<file path="config.mk">
export PLATFORM = sky130hd
export DESIGN_NAME = touch_report_tracker_flat
export DESIGN_NICKNAME = d
export VERILOG_FILES = /design/src/hdl/trt_pkg.sv /design/src/hdl/trt_in_if.sv /design/src/hdl/trt_out_if.sv /design/src/hdl/trt_eval.sv /design/src/hdl/touch_report_tracker.sv /design/src/flat_wrapper.sv
export SDC_FILE = /design/constraint.sdc
export NUM_CORES = 1
export LEC_CHECK = 0
export CORE_MARGIN = 5
export CORE_UTILIZATION = 52
export CTS_CLUSTER_SIZE = 12
export DETAILED_ROUTE_END_ITERATION = 10
export DONT_BUFFER_PORTS = 1
export PLACE_DENSITY = 0.67
export SKIP_LAST_GASP = 1
export SYNTH_ARGS = -nofsm -noshare
export SYNTH_HDL_FRONTEND = slang
export SYNTH_HIERARCHICAL = 1
export SYNTH_SLANG_ARGS = --single-unit
</file>
<file path="constraint.sdc">
create_clock -name clk -period 7.7 [get_ports clk]
set_input_delay 1.155 -clock clk [delete_from_list [all_inputs] [get_ports clk]]
set_output_delay 1.155 -clock clk [all_outputs]
set_load 0.01 [all_outputs]
</file>
<file path="src/hdl/trt_pkg.sv">
// Shared types and constants for the touch report tracker.
// No dependencies; compiled first.
`default_nettype none

package trt_pkg;

  localparam int NUM_EVT = 7;
  localparam int EVT_IDX_W = $clog2(NUM_EVT);
  localparam logic [15:0] JUMP_THR_RESET = 16'd150;

  // fixed result positions within one batch
  localparam int POS_KEY0 = 0;
  localparam int POS_KEY1 = 1;
  localparam int POS_JMP_CONTACT = 2;
  localparam int POS_JMP_SYNC = 3;
  localparam int POS_F0 = 4;
  localparam int POS_F1 = 5;
  localparam int POS_SYNC = 6;

  typedef enum logic [1:0] {
    REQ_FRAME   = 2'd0,
    REQ_RELEASE = 2'd1,
    REQ_CLEAR   = 2'd2
  } req_t;

  typedef enum logic [1:0] {
    EV_KEY     = 2'd0,
    EV_CONTACT = 2'd1,
    EV_SYNC    = 2'd2
  } evt_kind_t;

  typedef logic signed [2:0] status_t;

  localparam status_t ST_PRESSED  = 3'sd1;
  localparam status_t ST_RELEASED = 3'sd0;
  localparam status_t ST_IDLE     = -3'sd1;
  localparam status_t ST_FORCED   = -3'sd2;
  localparam status_t ST_STALE    = -3'sd3;

  typedef struct packed {
    logic [1:0]  req_type;
    logic [1:0]  key_bits;
    logic [15:0] f0_x;
    logic [15:0] f0_y;
    logic [7:0]  f0_size;
    logic [3:0]  f0_ident;
    logic [15:0] f1_x;
    logic [15:0] f1_y;
    logic [7:0]  f1_size;
    logic [3:0]  f1_ident;
  } item_t;

  typedef struct packed {
    evt_kind_t   kind;
    logic        key_index;
    logic        key_pressed;
    logic [15:0] pos_x;
    logic [15:0] pos_y;
    logic        touch_major;
    logic [6:0]  width;
  } evt_t;

  typedef struct packed {
    logic [1:0][15:0] x;
    logic [1:0][15:0] y;
    logic [1:0][6:0]  wd;
    logic [1:0][3:0]  id;
    status_t [1:0]    st;
    logic [15:0]      px;
    logic [15:0]      py;
    logic [6:0]       pw;
    logic [3:0]       pid;
    logic [1:0]       keys;
  } state_t;

endpackage

`default_nettype wire

</file>
<file path="src/hdl/trt_in_if.sv">
// Input channel of the touch report tracker: valid/ready plus one request beat.
// No dependencies.
`default_nettype none

interface trt_in_if;
  logic        valid;
  logic        ready;
  logic [1:0]  req_type;
  logic [1:0]  key_bits;
  logic [15:0] f0_x;
  logic [15:0] f0_y;
  logic [7:0]  f0_size;
  logic [3:0]  f0_ident;
  logic [15:0] f1_x;
  logic [15:0] f1_y;
  logic [7:0]  f1_size;
  logic [3:0]  f1_ident;

  modport source (
    output valid, req_type, key_bits, f0_x, f0_y, f0_size, f0_ident,
           f1_x, f1_y, f1_size, f1_ident,
    input  ready
  );

  modport sink (
    input  valid, req_type, key_bits, f0_x, f0_y, f0_size, f0_ident,
           f1_x, f1_y, f1_size, f1_ident,
    output ready
  );
endinterface

`default_nettype wire

</file>
<file path="src/hdl/trt_out_if.sv">
// Result channel of the touch report tracker: valid/ready plus one event beat.
// No dependencies.
`default_nettype none

interface trt_out_if;
  logic        valid;
  logic        ready;
  logic [1:0]  event_kind;
  logic        key_index;
  logic        key_pressed;
  logic [15:0] pos_x;
  logic [15:0] pos_y;
  logic        touch_major;
  logic [6:0]  width;
  logic        last;

  modport source (
    output valid, event_kind, key_index, key_pressed, pos_x, pos_y,
           touch_major, width, last,
    input  ready
  );

  modport sink (
    input  valid, event_kind, key_index, key_pressed, pos_x, pos_y,
           touch_major, width, last,
    output ready
  );
endinterface

`default_nettype wire

</file>
<file path="src/hdl/trt_eval.sv">
// Combinational evaluation of one request: next tracker state and the batch of
// events at fixed positions with a presence mask. Depends on trt_pkg.
`default_nettype none

module trt_eval
  import trt_pkg::*;
(
  input  item_t                    item,
  input  state_t                   cur,
  input  logic [15:0]              thr,
  output state_t                   nxt,
  output evt_t [NUM_EVT-1:0]       evt,
  output logic [NUM_EVT-1:0]       mask
);

  function automatic status_t hold_st(input status_t s);
    return (s != ST_FORCED) ? ST_PRESSED : ST_FORCED;
  endfunction

  function automatic status_t decay_st(input status_t s);
    status_t r;
    r = s;
    if (s == ST_PRESSED || s == ST_STALE) begin
      r = ST_RELEASED;
    end else if (s == ST_RELEASED || s == ST_FORCED) begin
      r = ST_IDLE;
    end
    return r;
  endfunction

  function automatic logic [15:0] abs_diff(input logic [15:0] a, input logic [15:0] b);
    return (a > b) ? (a - b) : (b - a);
  endfunction

  function automatic evt_t contact(input logic [15:0] x, input logic [15:0] y,
                                   input logic tm, input logic [6:0] w);
    evt_t e;
    e = '0;
    e.kind = EV_CONTACT;
    e.pos_x = x;
    e.pos_y = y;
    e.touch_major = tm;
    e.width = w;
    return e;
  endfunction

  evt_t sync_ev;
  logic jump;
  logic keys_open;

  always_comb begin
    sync_ev = '0;
    sync_ev.kind = EV_SYNC;
  end

  always_comb begin
    nxt = cur;
    evt = '0;
    mask = '0;
    jump = 1'b0;
    keys_open = 1'b0;
    case (req_t'(item.req_type))
      REQ_CLEAR: begin
        nxt.keys = 2'b00;
      end
      REQ_RELEASE: begin
        for (int i = 0; i < 2; i++) begin
          if (cur.id[i] != 4'd0) begin
            nxt.st[i] = ST_FORCED;
          end
          if (nxt.st[i] == ST_FORCED) begin
            mask[POS_F0 + i] = 1'b1;
            evt[POS_F0 + i] = contact(cur.x[i], cur.y[i], 1'b0, cur.wd[i]);
          end
        end
        if (mask[POS_F1:POS_F0] != 2'b00) begin
          mask[POS_SYNC] = 1'b1;
          evt[POS_SYNC] = sync_ev;
        end
      end
      REQ_FRAME: begin
        nxt.x[0] = item.f0_x;
        nxt.y[0] = item.f0_y;
        nxt.wd[0] = item.f0_size[7:1];
        nxt.id[0] = item.f0_ident;
        nxt.x[1] = item.f1_x;
        nxt.y[1] = item.f1_y;
        nxt.wd[1] = item.f1_size[7:1];
        nxt.id[1] = item.f1_ident;

        // key edges only while no finger is held
        keys_open = (cur.st[0] != ST_PRESSED) && (cur.st[1] != ST_PRESSED);
        if (keys_open) begin
          nxt.keys = item.key_bits;
          for (int i = 0; i < 2; i++) begin
            if (item.key_bits[i] != cur.keys[i]) begin
              mask[POS_KEY0 + i] = 1'b1;
              evt[POS_KEY0 + i].kind = EV_KEY;
              evt[POS_KEY0 + i].key_index = 1'(i);
              evt[POS_KEY0 + i].key_pressed = item.key_bits[i];
            end
          end
        end

        // finger 0, with jump check against the prior record
        if (item.f0_ident != 4'd0) begin
          if (cur.st[1] != ST_PRESSED && cur.pid != 4'd0) begin
            jump = (cur.pid != item.f0_ident) ||
                   (abs_diff(cur.px, item.f0_x) > thr) ||
                   (abs_diff(cur.py, item.f0_y) > thr);
            if (jump) begin
              mask[POS_JMP_CONTACT] = 1'b1;
              evt[POS_JMP_CONTACT] = contact(cur.px, cur.py, 1'b0, cur.pw);
              mask[POS_JMP_SYNC] = 1'b1;
              evt[POS_JMP_SYNC] = sync_ev;
              nxt.st[1] = ST_IDLE;
            end else begin
              nxt.st[0] = hold_st(cur.st[0]);
            end
          end else begin
            nxt.st[0] = hold_st(cur.st[0]);
          end
        end else begin
          nxt.st[0] = decay_st(cur.st[0]);
        end
        if (!nxt.st[0][2]) begin
          mask[POS_F0] = 1'b1;
          evt[POS_F0] = contact(item.f0_x, item.f0_y, nxt.st[0][0], item.f0_size[7:1]);
        end

        // finger 1 sees the status left by the jump check
        if (item.f1_ident != 4'd0) begin
          nxt.st[1] = hold_st(nxt.st[1]);
        end else begin
          nxt.st[1] = decay_st(nxt.st[1]);
        end
        if (!nxt.st[1][2]) begin
          mask[POS_F1] = 1'b1;
          evt[POS_F1] = contact(item.f1_x, item.f1_y, nxt.st[1][0], item.f1_size[7:1]);
        end

        mask[POS_SYNC] = 1'b1;
        evt[POS_SYNC] = sync_ev;

        nxt.px = item.f0_x;
        nxt.py = item.f0_y;
        nxt.pw = item.f0_size[7:1];
        nxt.pid = item.f0_ident;
      end
      default: begin
      end
    endcase
  end

endmodule

`default_nettype wire

</file>
<file path="src/hdl/touch_report_tracker.sv">
// Top level of the touch report tracker: input register, evaluation, event
// batch register and drain. Depends on trt_pkg, trt_in_if, trt_out_if, trt_eval.
//
// Usage:
//   in_ch  : one request beat (touch frame, forced release or key clear).
//   out_ch : event beats (key edge, contact report, frame sync); last marks
//            the final event of a request.
//   cfg_we/cfg_wdata : write jump_threshold; only while the block is idle.
// Path: a beat is first held in the input register; its events are then
// loaded into the batch register, from which the first event is offered.
// Drain: a request holds the batch register until every event it produces
// (1 to 7) is taken; requests that produce no event leave it empty. The
// serial drain of the batch register sets the rate. The next request waits
// in the input register while the current batch drains.
// Reset: tracker state cleared, keys released, jump_threshold = 150, no
// pending request or event.
// Stall: while out_ch.ready is low the current event holds; once the input
// register is also full, in_ch.ready drops.
`default_nettype none

module touch_report_tracker
  import trt_pkg::*;
(
  input  wire logic        clk,
  input  wire logic        rst_n,
  trt_in_if.sink           in_ch,
  trt_out_if.source        out_ch,
  input  wire logic        cfg_we,
  input  wire logic [15:0] cfg_wdata
);

  item_t                 item_r;
  logic                  in_vld_r;
  state_t                state_r;
  state_t                state_nxt;
  logic [15:0]           thr_r;
  logic [NUM_EVT-1:0]    mask_r;
  logic [NUM_EVT-1:0]    mask_nxt;
  evt_t [NUM_EVT-1:0]    evt_r;

  item_t                 in_item;
  evt_t [NUM_EVT-1:0]    eval_evt;
  logic [NUM_EVT-1:0]    eval_mask;
  logic [NUM_EVT-1:0]    low_bit;
  logic [EVT_IDX_W-1:0]  sel;
  logic                  is_last;
  logic                  out_take;
  logic                  in_take;
  logic                  load;

  always_comb begin
    in_item.req_type = in_ch.req_type;
    in_item.key_bits = in_ch.key_bits;
    in_item.f0_x = in_ch.f0_x;
    in_item.f0_y = in_ch.f0_y;
    in_item.f0_size = in_ch.f0_size;
    in_item.f0_ident = in_ch.f0_ident;
    in_item.f1_x = in_ch.f1_x;
    in_item.f1_y = in_ch.f1_y;
    in_item.f1_size = in_ch.f1_size;
    in_item.f1_ident = in_ch.f1_ident;
  end

  trt_eval u_eval (
    .item (item_r),
    .cur  (state_r),
    .thr  (thr_r),
    .nxt  (state_nxt),
    .evt  (eval_evt),
    .mask (eval_mask)
  );

  // lowest pending event drives the output
  always_comb begin
    low_bit = mask_r & (~mask_r + NUM_EVT'(1));
    is_last = (mask_r & ~low_bit) == '0;
    sel = '0;
    for (int i = NUM_EVT - 1; i >= 0; i--) begin
      if (mask_r[i]) begin
        sel = EVT_IDX_W'(i);
      end
    end
  end

  assign out_take = out_ch.valid && out_ch.ready;
  assign load = in_vld_r && ((mask_r == '0) || (out_take && is_last));
  assign in_take = in_ch.valid && in_ch.ready;
  assign in_ch.ready = !in_vld_r || load;

  always_comb begin
    mask_nxt = mask_r;
    if (load) begin
      mask_nxt = eval_mask;
    end else if (out_take) begin
      mask_nxt = mask_r & ~low_bit;
    end
  end

  assign out_ch.valid = |mask_r;
  assign out_ch.event_kind = evt_r[sel].kind;
  assign out_ch.key_index = evt_r[sel].key_index;
  assign out_ch.key_pressed = evt_r[sel].key_pressed;
  assign out_ch.pos_x = evt_r[sel].pos_x;
  assign out_ch.pos_y = evt_r[sel].pos_y;
  assign out_ch.touch_major = evt_r[sel].touch_major;
  assign out_ch.width = evt_r[sel].width;
  assign out_ch.last = is_last;

  always_ff @(posedge clk) begin
    if (!rst_n) begin
      in_vld_r <= 1'b0;
      mask_r <= '0;
      state_r <= '0;
      thr_r <= JUMP_THR_RESET;
    end else begin
      if (in_take) begin
        in_vld_r <= 1'b1;
      end else if (load) begin
        in_vld_r <= 1'b0;
      end
      mask_r <= mask_nxt;
      if (load) begin
        state_r <= state_nxt;
      end
      if (cfg_we) begin
        thr_r <= cfg_wdata;
      end
    end
  end

  always_ff @(posedge clk) begin
    if (in_take) begin
      item_r <= in_item;
    end
    if (load) begin
      evt_r <= eval_evt;
    end
  end

endmodule

`default_nettype wire

</file>
<file path="src/flat_wrapper.sv">
// flat-port wrapper written by rule: the top's interface ports become plain ports
module touch_report_tracker_flat import trt_pkg::*;
  (clk, rst_n, cfg_we, cfg_wdata, in_ch_valid, in_ch_req_type, in_ch_key_bits, in_ch_f0_x, in_ch_f0_y, in_ch_f0_size, in_ch_f0_ident, in_ch_f1_x, in_ch_f1_y, in_ch_f1_size, in_ch_f1_ident, in_ch_ready, out_ch_valid, out_ch_event_kind, out_ch_key_index, out_ch_key_pressed, out_ch_pos_x, out_ch_pos_y, out_ch_touch_major, out_ch_width, out_ch_last, out_ch_ready);
  trt_in_if in_ch_i ();
  trt_out_if out_ch_i ();
  input  wire logic clk;
  input  wire logic rst_n;
  input  wire logic cfg_we;
  input  wire logic [15:0] cfg_wdata;
  input wire logic [$bits(in_ch_i.valid)-1:0] in_ch_valid;
  input wire logic [$bits(in_ch_i.req_type)-1:0] in_ch_req_type;
  input wire logic [$bits(in_ch_i.key_bits)-1:0] in_ch_key_bits;
  input wire logic [$bits(in_ch_i.f0_x)-1:0] in_ch_f0_x;
  input wire logic [$bits(in_ch_i.f0_y)-1:0] in_ch_f0_y;
  input wire logic [$bits(in_ch_i.f0_size)-1:0] in_ch_f0_size;
  input wire logic [$bits(in_ch_i.f0_ident)-1:0] in_ch_f0_ident;
  input wire logic [$bits(in_ch_i.f1_x)-1:0] in_ch_f1_x;
  input wire logic [$bits(in_ch_i.f1_y)-1:0] in_ch_f1_y;
  input wire logic [$bits(in_ch_i.f1_size)-1:0] in_ch_f1_size;
  input wire logic [$bits(in_ch_i.f1_ident)-1:0] in_ch_f1_ident;
  output wire logic [$bits(in_ch_i.ready)-1:0] in_ch_ready;
  output wire logic [$bits(out_ch_i.valid)-1:0] out_ch_valid;
  output wire logic [$bits(out_ch_i.event_kind)-1:0] out_ch_event_kind;
  output wire logic [$bits(out_ch_i.key_index)-1:0] out_ch_key_index;
  output wire logic [$bits(out_ch_i.key_pressed)-1:0] out_ch_key_pressed;
  output wire logic [$bits(out_ch_i.pos_x)-1:0] out_ch_pos_x;
  output wire logic [$bits(out_ch_i.pos_y)-1:0] out_ch_pos_y;
  output wire logic [$bits(out_ch_i.touch_major)-1:0] out_ch_touch_major;
  output wire logic [$bits(out_ch_i.width)-1:0] out_ch_width;
  output wire logic [$bits(out_ch_i.last)-1:0] out_ch_last;
  input wire logic [$bits(out_ch_i.ready)-1:0] out_ch_ready;
  assign in_ch_i.valid = in_ch_valid;
  assign in_ch_i.req_type = in_ch_req_type;
  assign in_ch_i.key_bits = in_ch_key_bits;
  assign in_ch_i.f0_x = in_ch_f0_x;
  assign in_ch_i.f0_y = in_ch_f0_y;
  assign in_ch_i.f0_size = in_ch_f0_size;
  assign in_ch_i.f0_ident = in_ch_f0_ident;
  assign in_ch_i.f1_x = in_ch_f1_x;
  assign in_ch_i.f1_y = in_ch_f1_y;
  assign in_ch_i.f1_size = in_ch_f1_size;
  assign in_ch_i.f1_ident = in_ch_f1_ident;
  assign in_ch_ready = in_ch_i.ready;
  assign out_ch_valid = out_ch_i.valid;
  assign out_ch_event_kind = out_ch_i.event_kind;
  assign out_ch_key_index = out_ch_i.key_index;
  assign out_ch_key_pressed = out_ch_i.key_pressed;
  assign out_ch_pos_x = out_ch_i.pos_x;
  assign out_ch_pos_y = out_ch_i.pos_y;
  assign out_ch_touch_major = out_ch_i.touch_major;
  assign out_ch_width = out_ch_i.width;
  assign out_ch_last = out_ch_i.last;
  assign out_ch_i.ready = out_ch_ready;
  touch_report_tracker u_core (.clk(clk), .rst_n(rst_n), .in_ch(in_ch_i), .out_ch(out_ch_i), .cfg_we(cfg_we), .cfg_wdata(cfg_wdata));
endmodule
</file>
# Word-level counts from Yosys, hierarchy flattened
# Index checks and enable logic that the tools add are counted.
[classes]
n_reduce_logical = 39
bitwise = 4
eq_ne = 20
multipliers = 0
n_shift = 0
magnitude_cmp = 5
div_mod_pow = 0
addsub = 5
n_mux = 61
[ops]
columns = ["cell", "count"]
rows = [
  ["$pmux 132 s2", 1],
  ["$mux 43", 4],
  ["$bmux 44 s3", 1],
  ["$mux 44", 2],
  ["$mux 88", 1],
  ["$mux 3", 27],
  ["$gt 16x16->1", 4],
  ["$sub 16x16->16", 4],
  ["$mux 16", 2],
  ["$eq 3x2->1 const B", 6],
  ["$reduce_bool 4->1", 4],
  ["$and 7x7->7", 2],
  ["$logic_not 7->1", 2],
  ["$mux 7", 2],
  ["$not 7->7", 2],
  ["$mux 2", 6],
  ["$ne 3x2->1 const B", 4],
  ["$pmux 6 s2", 1],
  ["$reduce_and 3->1", 4],
  ["$mux 1", 11],
  ["$reduce_bool 2->1", 5],
  ["$logic_or 1x1->1", 8],
  ["$ne 4x4->1 const B", 2],
  ["$reduce_and 4->1", 2],
  ["17 further kinds", 27],
]
[word_totals]
register_bits = 438
ramBits = 0
memories = 0
in_bits = 113
rom_bits = 0
latch_bits = 0

# Longest topological paths before layout
# Gate-level depths: netlist of run 1.
[depth]
ltp_word = 18
depth_mapped = 26
depth_no_buf = 23

# Cells and area by module
# The synthesis of run 1 kept the hierarchy.
[by_module_without_submodules]
columns = ["mod", "seq_area_each_um2", "area_per_inst_um2", "instances", "cells_each"]
rows = [
  ["touch_report_tracker", 15234.6, 20862.5, 1, 1480],
  ["trt_eval", 0.0, 8259.2, 1, 1306],
]

# Worst setup path after synthesis of run 1
# No wires, ideal clock.
[synth_timing]
path_kind = "flip-flop to flip-flop"
start = "register u_core/item_r[72] (netlist name)"
end = "register u_core.mask_r[5]"
synth_period_minus_slack_ns = 4.892
required_time_ns = 7.640
slack_ns = 2.808
path_stages_with_launch = 24
setup_time_ns = 0.060
arrival_time_ns = 4.832
path_buffers = 4
cell_sequence = "edfxtp_1 -> ha_1 -> inv_1 -> fa_1 -> a21o_1 -> a2111oi_2 -> nor3_1 -> o21a_1 -> buf_2 -> nor3_1 -> nor3_1 -> a311o_1 -> ha_1 -> nand4_1 -> a211oi_1 -> nor4b_1 -> o311a_1 -> nand2b_4 -> buf_6 -> a211oi_4 -> buf_6 -> a21o_1 -> buf_4 -> a41o_1"
[synth_between]
elab_chain_len = 18
elab_cells_between_ends = 26
cone_classes = "2 x add/sub; 2 x order compare; 4 x eq/ne; 13 x mux; 5 x reduce/logical"
[synth_lines]
columns = ["element", "line", "source"]
rows = [
  ["start, declared", "touch_report_tracker.sv:32", "item_t item_r;"],
  ["start signal, assigned", "touch_report_tracker.sv:133", "item_r <= in_item;"],
  ["$sub 16x16->16 / $gt 16x16->1 (equally long branches)", "trt_eval.sv:32", "return (a > b) ? (a - b) : (b - a);"],
  ["$mux 16 (*)", "trt_eval.sv:32", ""],
  ["$gt 16x16->1 (*)", "trt_eval.sv:109", "(abs_diff(cur.px, item.f0_x) > thr) ||"],
  ["$logic_or 1x1->1 (*)", "trt_eval.sv:108", "jump = (cur.pid != item.f0_ident) ||"],
  ["$logic_or 1x1->1 (*)", "trt_eval.sv:109", ""],
  ["$mux 3 (*)", "trt_eval.sv:111", "if (jump) begin"],
  ["$mux 3 (*)", "trt_eval.sv:107", "if (cur.st[1] != ST_PRESSED && cur.pid != 4'd0) begin"],
  ["$mux 3 (*)", "trt_eval.sv:106", "if (item.f0_ident != 4'd0) begin"],
  ["[3 not listed]", "-", ""],
  ["$mux 3", "trt_eval.sv:25", "end else if (s == ST_RELEASED || s == ST_FORCED) begin"],
  ["$mux 3", "trt_eval.sv:23", "if (s == ST_PRESSED || s == ST_STALE) begin"],
  ["$mux 3 (*)", "trt_eval.sv:132", "if (item.f1_ident != 4'd0) begin"],
  ["$mux 3 (*)", "trt_eval.sv:62", "case (req_t'(item.req_type))"],
  ["$mux 1 (*)", "trt_eval.sv:137", "if (!nxt.st[1][2]) begin"],
  ["$pmux 3 s2 (*)", "trt_eval.sv:62", ""],
  ["named net u_core.eval_mask[5]", "touch_report_tracker.sv:43", "logic [NUM_EVT-1:0] eval_mask;"],
  ["$mux 7 (*)", "touch_report_tracker.sv:92", "if (load) begin"],
  ["end signal, assigned", "touch_report_tracker.sv:121", "mask_r <= mask_nxt;"],
  ["end, declared", "touch_report_tracker.sv:37", "logic [NUM_EVT-1:0] mask_r;"],
]
# The timed path passes the listed nets; every way through them passes the cells marked *. The select of a mux whose other input is x is not followed.
# A chain may end at the register's enable or synchronous reset.

# Worst setup path after layout of run 1
[layout_timing]
start = "register u_core/state_r[29] (netlist name)"
end = "register u_core.mask_r[2]"
[layout_between]
elab_chain_len = 10
elab_cells_between_ends = 12
cone_classes = "2 x add/sub; 2 x order compare; 6 x mux; 2 x reduce/logical"
[layout_lines]
columns = ["element", "line", "source"]
rows = [
  ["start, declared", "touch_report_tracker.sv:34", "state_t state_r;"],
  ["start signal, assigned", "touch_report_tracker.sv:123", "state_r <= state_nxt;"],
  ["$sub 16x16->16 / $gt 16x16->1 (equally long branches)", "trt_eval.sv:32", ""],
  ["$mux 16 (*)", "trt_eval.sv:32", ""],
  ["$gt 16x16->1 (*)", "trt_eval.sv:109", ""],
  ["$logic_or 1x1->1 (*)", "trt_eval.sv:108", ""],
  ["$logic_or 1x1->1 (*)", "trt_eval.sv:109", ""],
  ["$mux 2 (*)", "trt_eval.sv:111", ""],
  ["$mux 2 (*)", "trt_eval.sv:107", ""],
  ["$mux 2 (*)", "trt_eval.sv:106", ""],
  ["$mux 4 (*)", "trt_eval.sv:62", ""],
  ["$mux 7 (*)", "touch_report_tracker.sv:92", ""],
]
# Every way passes the cells marked *; elsewhere a longest branch is shown, timed or not.

==> results.toml, run 1 <==
[routing]
wl_per_cell_um = 20.4
drt_pre_antenna_iters = 8
viasPerCell = 5.75
ant_nets = 0
dr.first_iter.drc_count = 1856
drcViolationCount = 0
vias = 20000
wirelength_mm = 71.0

[sta]
fin_ws_ns = 0.906
tightest_slew_ns = 1.22
period_share_pct = 88.2
skew_ns = 0.0342
slew_headroom_pct = 18.7
slew_viol_final = 0
fin_tns_setup_ns = 0
setup_viol = 0
min_period_ns = 6.79
rsz0062_at_grt = "no"
hold_viol_final = 0
fmaxAchievable_ghz = 0.147

[power_and_ir_drop]
power_density_nw_per_um2 = 228
vdd.ir_drop.worst_v = 0.000201
p_leak_uw = 0.0118

[setup_path]
end_kind = "flop"
rr_worst_depth = 21
worstPathCellList = "inv_1 > ha_1 > inv_1 > fa_1 > a21o_1 > a2111oi_2 > nor3_1 > o21ai_2 > buf_4 > a311oi_1 > or2_1 > a311o_1 > ha_1 > nand4_1 > a211oi_1 > nor4b_1 > o311a_1 > nand2b_4 > nor2_1 > o311ai_0 > a21oi_1"
path_class = "reg -> reg"
max_stage_delay_ns = 1.05
cp.arrival_ns = 7.30
setup.worst_path.start_class = "flop"
slowest_stage = "nor2_1"
worstPathRequired_ns = 8.20
crit_family = "compound AO/OA/AOI/OAI gates"
crit_cells = 21
cp_num_buf_inv = 3
critPathMaxFanout = 35

[logic_synthesis]
syn_avg_cell_area_um2 = 10.4
synthesis.area_um2 = 29100
yosysWarningCount = 6
synth_cells = 2784

[floorplan]
dieWidth_um = 246
dieArea_um2 = 60700
die_h_um = 246
rows = 86
core_region_area_um2 = 55200
initial_core_util_pct = 52.6
io-pin-count = 160

[placed_design]
portBuffers = 0
gp_congestion = 0.855
preCtsSetupSlack_ns = 0.950
post-dp-hpwl_mm = 45.5

[clocking]
cts.sinks = 559
worstSkewPairLatency_ns = 0.63
cts_htree_levels = 2
cts_hold_buf = 0
postCtsSetupBuffers = 0
cts_tree = "built"
postCtsResizedCells = 0
numCtsBuffers = 58
clk_pin_slew_worst_paths_ns = 0.06
root_buffer = "clkbuf_16"
cts.path.max_buffers = 3

[finish]
fillerInstances = 4684
nets = 2890
drive_gt1_share_pct = 5.65
syn2layout_area_growth_pct = 5.49

[global_routing]
grt_overflow = 0
grt_max_degree = 286
grt_util_all_layers_pct = 23.0
first_global_vias = 19800
grt_first_pass_wirelength_mm = 111
antenna_found_initial = 7

[min_path]
holdPathStages = 2
hold_class = "reg -> reg"

[run_status]
status = "finished clean"

[run]
max_cap_violations = 0
-- stage by stage --
step / cells / utilization, % / instance area, um2 / hold slack, ns / total power [uW]
global placement: 3365 / 52.1 / 28700 / 0.452 / 4250
floorplan: 2964 / - / 29700 / 0.434 / 4130
CTS: 3474 / 55.5 / 30600 / 0.474 / 7070
finish: 3479 / 55.5 / 30700 / 0.470 / 7000
detailed placement: 3365 / 52.1 / 28700 / 0.464 / 4270
global route: 3476 / 55.5 / 30700 / 0.491 / 7290
-- layout make-up --
class / count / area (um2) / share of cell area, %
clock inverters: 14 / 198 / 0.645
well taps: 748 / 936 / 3.05
multi-input cells: 1921 / 12000 / 39.0
clock buffers: 95 / 1700 / 5.55
flip-flops and latches: 559 / 15200 / 49.5
inverters: 106 / 398 / 1.30
diodes: 5 / 12.5 / 0.0408
repair buffers: 31 / 270 / 0.882
-- placed cells by master, fill, tap and decap left out, types with 11 or more instances in the layout --
cell type / instances
dfxtp_1: 161
a222oi_1: 44
xor2_1: 12
a211oi_1: 50
xnor2_1: 18
clkbuf_1: 26
a21o_1: 39
clkbuf_8: 11
conb_1: 181
a32o_1: 79
inv_1: 105
mux2i_1: 168
a21oi_1: 69
nand2_1: 672
and2_1: 14
nand4_1: 18
a311o_1: 45
o21ai_0: 111
edfxtp_1: 398
nor2_1: 45
nor3_1: 36
clkbuf_16: 58
buf_4: 28
ha_1: 96
nand3_1: 13
and3_1: 54
-- report_power, final --
part           leakage [uW]  switching [uW]  internal (uW)
sequential          0.00514            67.0           3370
clock              0.000925            1150           1640
combinational       0.00569             511            262
total                0.0118            1730           5270
-- state kept, by name, summed over array words and instances, names as in the netlist --
signal and count:
u_core/state_r 137, u_core/mask_r 7, u_core/thr_r 16, u_core/evt_r 308
u_core/item_r 90, u_core/in_vld_r 1
-- final timing paths --
kind                 startpoint                  to  slack (ns)
max          u_core/state_r[29]    u_core/mask_r[2]        0.91
min          u_core/state_r[86]  u_core/state_r[86]        0.47
max reg2reg  u_core/state_r[29]    u_core/mask_r[2]        0.91
min reg2reg  u_core/state_r[86]  u_core/state_r[86]        0.47
-- worst reg2reg max path, cell delays in order (launching register included) --
cell and delay [ns]:
dfxtp_1 0.32, inv_1 0.10, ha_1 0.20, inv_1 0.06
fa_1 0.40, a21o_1 0.24, a2111oi_2 0.37, nor3_1 0.14
o21ai_2 0.39, buf_4 0.27, a311oi_1 0.09, or2_1 0.29
a311o_1 0.40, ha_1 0.31, nand4_1 0.20, a211oi_1 0.26
nor4b_1 0.09, o311a_1 0.47, nand2b_4 0.47, nor2_1 1.07
o311ai_0 0.31, a21oi_1 0.22
-- layer usage --
metal,routed length (um),share of wire [%],up-vias,GRT usage (%)
met4,2120,3.0,2,7.35
met3,5000,7.0,129,4.22
li1,-,-,9485,-
met1,29200,41,9721,29.8
met5,7,0.0099,-,0
met2,34700,49,662,39.5
Note: power is estimated with default switching activity, not from simulation.
==> run 2: changes to the inputs <==
ABC_AREA = 1   (was unset)
CAP_MARGIN = 20   (was unset)
PLACE_DENSITY = 0.76   (was 0.67)
==> results.toml, run 2 <==
[floorplan]
core_region_area_um2 = 55300
rows = 86
die_h_um = 247
dieArea_um2 = 60800
initial_core_util_pct = 52.7
io-pin-count = 160
dieWidth_um = 247

[power_and_ir_drop]
switchingPower_uw = 5330
combinationalPowerShare_pct = 44.0
sw_frac_of_total_pct = 42.8
clockPowerShare_pct = 21.5
p_int_uw = 7120
p_leak_uw = 0.0129
vdd.ir_drop.worst_v = 0.000305
power_density_nw_per_um2 = 405
sequentialPowerShare_pct = 34.5

[sta]
min_period_ns = 5.60
hold_viol_final = 0
slew_headroom_pct = 23.5
timing.hold.ws_ns = 0.457
skew_ns = 0.0355
fin_tns_setup_ns = 0
fmaxAchievable_ghz = 0.178
rsz0062_at_grt = "no"
period_share_pct = 72.8
slew_viol_final = 0
setup_viol = 0
tightest_slew_ns = 1.15
fin_ws_ns = 2.10

[setup_path]
worstPathRequired_ns = 8.01
critPathMaxFanout = 41
path_class = "reg -> reg"
cp.arrival_ns = 5.91
cpMostUsedCell = "nand2_1"
setup.worst_path.start_class = "flop"
slowest_stage = "nand2_2"
max_stage_delay_ns = 0.81
end_kind = "flop"

[routing]
viasPerCell = 5.20
wirelength_mm = 65.5
ant_nets = 0
drcViolationCount = 0
drt_pre_antenna_iters = 5
dr.first_iter.drc_count = 1770
vias = 20900
wl_per_cell_um = 16.3

[finish]
drive_gt1_share_pct = 4.09
final_cell_mix = "545 x nand2_1, 418 x inv_1, 405 x nor2_1"
largestRegisters = "u_core/evt_r: 308 flops, u_core/state_r: 137 flops, u_core/item_r: 90 flops"
fillerInstances = 4900
syn2layout_area_growth_pct = 5.53
fin_area_um2 = 30700
final_common_cell = "nand2_1"
largest_register = "u_core/evt_r"
largest_reg_flops = 308
nets = 3445

[clocking]
postCtsResizedCells = 0
cts.sinks = 559
worstSkewPairLatency_ns = 0.63
cts_hold_buf = 0
root_buffer = "clkbuf_16"
cts_tree = "built"
cts_htree_levels = 2
postCtsSetupBuffers = 0
clk_pin_slew_worst_paths_ns = 0.06
numCtsBuffers = 58
cts.path.max_buffers = 3

[global_routing]
grt_max_degree = 199
first_global_vias = 19800
antenna_found_initial = 3
grt_util_all_layers_pct = 21.2
grt_first_pass_wirelength_mm = 104
grt_overflow = 0

[run]
max_cap_violations = 0

[placed_design]
portBuffers = 0
preCtsSetupSlack_ns = 2.18
gp_congestion = 0.896
post-dp-hpwl_mm = 41.2
post_dp_cell_area_um2 = 28900

[logic_synthesis]
yosysWarningCount = 6
synth_cells = 3316
synthesis.area_um2 = 29100
syn_avg_cell_area_um2 = 8.78

[run_status]
status = "finished clean"

[min_path]
hold_class = "reg -> reg"
[run 2: final cells by class]
class	count	area, um2	share of cell area, %
diodes	3	7.51	0.0244
multi-input cells	2167	11000	35.8
inverters	426	1600	5.21
well taps	748	936	3.04
clock inverters	17	163	0.529
flip-flops and latches	559	15200	49.4
repair buffers	20	200	0.651
clock buffers	89	1660	5.40
[run 2: path summary, 6_finish.rpt]
| path | from | endpoint | slack (ns) | cells past startpoint |
|---|---|---|---|---|
| max | u_core/state_r[29] | u_core/evt_r[259] | 2.10 | 30 |
| min | u_core/thr_r[4] | u_core/thr_r[4] | 0.46 | 2 |
| max reg2reg | u_core/state_r[29] | u_core/evt_r[259] | 2.10 | 30 |
| min reg2reg | u_core/thr_r[4] | u_core/thr_r[4] | 0.46 | 2 |
[run 2: critical path, delay by kind of cell, from the launching register on]
kind            cells  cell delay (ns)
simple gates       18             2.90
compound gates      6             0.96
fa+ha+maj           3             0.85
flops               1             0.33
buf+inv             3             0.22
[run 2: routing by layer]
layer | global-route usage [%] | vias up | part of all wire [%]
met2 | 35.2 | 615 | 47
met4 | 7.73 | 0 | 3.6
met1 | 28.2 | 9690 | 43
met3 | 3.34 | 124 | 6.0
met5 | 0 | - | 0
li1 | - | 10500 | -
[run 2: per-stage QoR]
| step | util [%] | std cells | total power, uW |
|---|---|---|---|
| final | 55.6 | 4029 | 12400 |
| after global routing | 55.6 | 4028 | 13400 |
| after CTS | 55.6 | 4026 | 12500 |
| after detailed placement | 52.3 | 3920 | 9830 |
| after global placement | 52.3 | 3920 | 9730 |
| after floorplan | - | 3496 | 8470 |
[run 2: power groups by stage]
stage / sequential [uW] / clock, uW / combinational [uW]
after global placement: 4330 / 0 / 5400
final: 4290 / 2670 / 5480
after global routing: 4360 / 2860 / 6200
after floorplan: 4330 / 0 / 4140
after CTS: 4290 / 2730 / 5520
after detailed placement: 4350 / 0 / 5480
